[config.mk]
export PLATFORM = sky130hd
export DESIGN_NAME = lobm_cell
export DESIGN_NICKNAME = d
export VERILOG_FILES = /design/src/hdl/lobm_pkg.sv /design/src/hdl/lobm_cell.sv
export SDC_FILE = /design/constraint.sdc
export NUM_CORES = 1
export LEC_CHECK = 0
export CORE_AREA = 5 5 200 202
export CTS_CLUSTER_DIAMETER = 40
export CTS_CLUSTER_SIZE = 25
export DETAILED_ROUTE_END_ITERATION = 12
export DIE_AREA = 0 0 205 207
export DONT_BUFFER_PORTS = 1
export MAX_ROUTING_LAYER = met4
export SYNTH_ARGS = -nofsm -noshare
export SYNTH_HDL_FRONTEND = slang
export SYNTH_SLANG_ARGS = --single-unit
export TNS_END_PERCENT = 1
[constraint.sdc]
create_clock -name clk -period 4.9 [get_ports clk]
set_clock_uncertainty 0.2 [all_clocks]
set_input_delay 0.735 -clock clk [delete_from_list [all_inputs] [get_ports clk]]
set_output_delay 0.735 -clock clk [all_outputs]
set_load 0.005 [all_outputs]
[src/hdl/lobm_pkg.sv]
// Shared types and result codes for the limit order book matcher.
// No dependencies; every other file in hdl/ imports this package.
package lobm_pkg;

  typedef logic [1:0] kind_t;

  localparam kind_t KIND_TRADE   = 2'd0;
  localparam kind_t KIND_RESTED  = 2'd1;
  localparam kind_t KIND_FILLED  = 2'd2;
  localparam kind_t KIND_DROPPED = 2'd3;

  // Best crossing candidate carried down the cell chain.
  typedef struct packed {
    logic        found;
    logic [31:0] price;
    logic [31:0] rem;
    logic [31:0] ident;
    logic [31:0] age;
  } cand_t;

  // Contents written into a free cell when a remainder rests.
  typedef struct packed {
    logic        side;
    logic [31:0] price;
    logic [31:0] rem;
    logic [31:0] ident;
    logic [31:0] stamp;
  } entry_t;

  typedef enum logic [1:0] {
    ST_IDLE,
    ST_LAUNCH,
    ST_SCAN,
    ST_FIN
  } lobm_state_t;

endpackage

[src/hdl/lobm_cell.sv]
// One book entry plus one stage of the priority scan chain.
// Depends on lobm_pkg for the candidate and entry types.
module lobm_cell #(
  parameter int IDX_W    = 5,
  parameter int CELL_IDX = 0
) (
  input  logic                 clk,
  input  logic                 rst_n,
  input  logic                 order_side,
  input  logic [31:0]          order_limit,
  input  logic [31:0]          arrival_cnt,
  input  logic                 tok_in,
  input  lobm_pkg::cand_t      cand_in,
  input  logic [IDX_W-1:0]     cand_idx_in,
  input  logic                 free_found_in,
  input  logic [IDX_W-1:0]     free_idx_in,
  output logic                 tok_out,
  output lobm_pkg::cand_t      cand_out,
  output logic [IDX_W-1:0]     cand_idx_out,
  output logic                 free_found_out,
  output logic [IDX_W-1:0]     free_idx_out,
  input  logic                 wr_en,
  input  logic [IDX_W-1:0]     wr_idx,
  input  lobm_pkg::entry_t     wr_data,
  input  logic                 upd_en,
  input  logic [IDX_W-1:0]     upd_idx,
  input  logic [31:0]          upd_rem
);
  import lobm_pkg::*;

  localparam logic [IDX_W-1:0] MY_IDX = IDX_W'(CELL_IDX);

  logic        valid_r;
  entry_t      ent_r;
  logic        tok_r;
  cand_t       cand_r;
  logic [IDX_W-1:0] cand_idx_r;
  logic        free_found_r;
  logic [IDX_W-1:0] free_idx_r;

  logic        crosses;
  logic        better;
  logic [31:0] my_age;

  always_comb begin
    my_age  = arrival_cnt - ent_r.stamp;
    crosses = valid_r && (ent_r.side != order_side) &&
              (order_side ? (ent_r.price >= order_limit) : (ent_r.price <= order_limit));
    if (!cand_in.found) begin
      better = 1'b1;
    end else if (ent_r.price == cand_in.price) begin
      better = my_age > cand_in.age;
    end else begin
      better = order_side ? (ent_r.price > cand_in.price) : (ent_r.price < cand_in.price);
    end
  end

  always_ff @(posedge clk) begin
    if (!rst_n) begin
      valid_r <= 1'b0;
      tok_r   <= 1'b0;
    end else begin
      tok_r <= tok_in;
      if (wr_en && wr_idx == MY_IDX) begin
        valid_r <= 1'b1;
      end else if (upd_en && upd_idx == MY_IDX && upd_rem == 32'd0) begin
        valid_r <= 1'b0;
      end
    end
  end

  always_ff @(posedge clk) begin
    if (wr_en && wr_idx == MY_IDX) begin
      ent_r <= wr_data;
    end else if (upd_en && upd_idx == MY_IDX) begin
      ent_r.rem <= upd_rem;
    end
    if (crosses && better) begin
      cand_r     <= '{found: 1'b1, price: ent_r.price, rem: ent_r.rem,
                      ident: ent_r.ident, age: my_age};
      cand_idx_r <= MY_IDX;
    end else begin
      cand_r     <= cand_in;
      cand_idx_r <= cand_idx_in;
    end
    if (!free_found_in && !valid_r) begin
      free_found_r <= 1'b1;
      free_idx_r   <= MY_IDX;
    end else begin
      free_found_r <= free_found_in;
      free_idx_r   <= free_idx_in;
    end
  end

  assign tok_out        = tok_r;
  assign cand_out       = cand_r;
  assign cand_idx_out   = cand_idx_r;
  assign free_found_out = free_found_r;
  assign free_idx_out   = free_idx_r;

endmodule

==> results.txt <==
status: finished with violations
failing checks: setup timing
final hold violation count: 0
Min-Delay Path Depth: 0
first-pass GRT wire length: 57400 um
Final WS setup: -27.6 ps
Multi-input gate area: 0.00609 mm^2
post-route ant nets: 0
sequential share of the synthesized area: 50.7%
main area contributors after synthesis: edfxtp_1, dfxtp_1, ha_1, mux2_4, mux2_2
Total Power: 6.07 mW
slowest stage delay, CP: 530 ps
Routability Congestion: 0.901
initial core utilization: 34.8%
Cell Area, Synth: 0.0132 mm^2
GRT overflow: 0
Gate Count Post-Synth: 1144
Max-slew headroom: 45.0%
Largest delay share family, worst path: compound AO/OA/AOI/OAI gates
vias in the first global route: 9653
Layout fillers: 3561
Syn Area/Cell: 11.6 um^2
largest net degree at the start of global routing: 91
DP Area: 0.0147 mm^2
Post-synth EDFFs: 129
top cell type's share of synthesized area: 29.2%
FP Rows: 72
Synth Flop Type: dfxtp_1
worst r2r src: ent_r[6]
CTS max path bufs: 3
CP Max Fanout: 6
Worst Max-Slew Pin Slew: 825 ps
worst path buffer plus inverter count: 5
Clock Latency Late Sink: 540 ps
slowest CP cell: or4_4
R2R Path End: cand_out[52]
Final Critical Period: 4930 ps
reg2reg path depth: 22
Hold Startpoint: wr_data[109]
CP Capture Type: register
WL met1: 14600 um
fraction of registers with async set/reset: 0%
post-route setup TNS: -447 ps
max-cap viol count: 0
critical path class: reg2reg
CTS tree: done
I/O Pins: 522
CP required: 5120 ps
Sink Count: 271
DR top layer: met4
Max Fclk: 203 MHz
CP Cell Sequence: inv_1 -> ha_2 -> or4_4 -> o22a_4 -> a211o_1 -> a31oi_1 -> buf_4 -> o21ai_1 -> xor2_1 -> ha_1 -> a21oi_2 -> o21ai_1 -> a21o_1 -> a211oi_2 -> nor2_2 -> a211oi_2 -> o21ai_2 -> o21bai_4 -> buf_12 -> buf_16 -> buf_6 -> mux2_2
number of library cell types mapped by synthesis: 60
Die ar.: 0.0424 mm^2
Routed WL: 39300 um
unrepaired setup endpoints after global routing: true
syn nets: 1653
most common cell after layout, fill and taps aside: dfxtp_1
Die Y: 207 um
final setup fails: 38
Peak VDD IR: 272 uV
max-slew violations: 0
startpoint type of the worst setup path: register
power density cells: 367 mW/mm^2
input/output buffers: 0
DRC Markers: 0
All-Layer GR Usage: 18.2%
FF+latch count, synth: 271
Synth area leader: edfxtp_1
mean routed wirelength per cell: 21.3 um
fin crit share: 101%
Final Cell Area: 0.0165 mm^2
final HPWL from detailed placement: 32000 um
Hold WC Path Type: in2reg
commonest non-fill, non-tap cells in the layout: dfxtp_1, inv_1, edfxtp_1
P&R area growth vs syn: 24.8%
static leakage: 7.50 nW
Setup WS pre-CTS: -643 ps
H-tree depth: 2
via count: 9035
hold bufs inserted after CTS: 0
fraction of layout cells with a size suffix above 1: 27.3%
length of routed met2 wiring: 19600 um
Reg clk slew, reported paths: 60 ps
Routed met3 length: 4140 um
R2R Setup Slk: -30 ps
core area: 0.0381 mm^2
die width: 205 um
drt via density: 4.90
drt pass-1 iters: 6
WHS Endpoint: ent_r[109]
crit path DAT: 5150 ps
nets: 1790
initial antenna violation count: 9
CTS root buf: clkbuf_16
synth warn: 0
final core utilization: 43.4%
register area: 0.00672 mm^2
cts bufs inserted: 42
DRT iter0 DRCs: 447
cell type report:
type                            count  share of cell area, %
Antenna cell                        9                  0.136
Clock buffer                       48                   6.94
Clock inverter                     30                   1.92
Inverter                          142                   3.25
Multi-Input combinational cell    710                   36.9
Sequential cell                   271                   40.6
Tap cell                          518                   3.92
Timing Repair Buffer              114                   6.34
report_power, final:
group          switching (mW)  internal (mW)  leakage (nW)  total, mW
combinational           0.253          0.291          4.42      0.544
clock                    1.17           1.85         0.718       3.02
sequential             0.0530           2.45          2.36       2.50
registers in the layout, summed over array words and instances, names as in the netlist:
name	count
free_found_out	1
tok_out	1
free_idx_out	5
cand_out	129
valid_r	1
cand_idx_out	5
ent_r	129
synthesized netlist by cell type (all sizes together) (17+ instances only):
cell,count
a21o,32
a21oi,54
edfxtp,129
nand2,121
buf,17
nand4,25
mux2,127
xnor2,18
inv,142
o21ai,33
nor2,31
dfxtp,142
ha,127
cell families after synthesis:
kind of cell	after synthesis	share of synthesized area (%)
DFF	271	50.7
and+or+nand+nor	251	8.99
AOI/OAI and AO/OA	174	8.55
buffers and inverters	163	5.13
muxes	128	12.6
adders and majority gates	128	12.1
xor gates and xnor gates	29	1.92
repair_timing:
| item | 4_1_cts | 5_1_grt |
|---|---|---|
| resized for setup | 13 | 47 |
| setup buffers | 3 | 10 |
| pin swaps | 6 | 37 |
| cloned | 1 | 0 |
| setup endpoints to repair | 118 | 133 |
worst register-to-register path, delay by kind of cell (launching register included):
kind | cells | cell delay [ps]
compound gates | 11 | 2080
simple gates | 2 | 620
xor+xnor | 1 | 160
mux | 1 | 330
fa+ha+maj | 2 | 500
buf+inv | 5 | 610
flops | 1 | 330
layer usage:
layer	up-vias	track usage [%]
li1	4348	-
met1	4203	19.4
met2	421	30.7
met3	63	7.13
met4	0	6.31
met5	-	-
metrics by stage:
stage	cells	hold WS (ps)
after floorplan	1144	231
after detailed placement	1741	259
after CTS	1823	38.8
after global placement	1741	250
after global routing	1841	43.1
final	1842	81.6
how the worst max path moves through the flow:
stage / startpoint / cells after the start / slack [ps] / end
3_5_place_dp: arrival_cnt[0] / 22 / -640 / cand_out[123]
6_report: ent_r[6] / 22 / -30 / cand_out[52]
5_1_grt: ent_r[6] / 23 / -250 / cand_out[24]
3_3_place_gp: arrival_cnt[0] / 25 / -570 / cand_out[39]
2_1_floorplan: arrival_cnt[0] / 24 / 10 / cand_out[100]
4_1_cts: ent_r[0] / 25 / -80 / cand_out[24]
No activity file was read; power rests on OpenSTA's default activity.
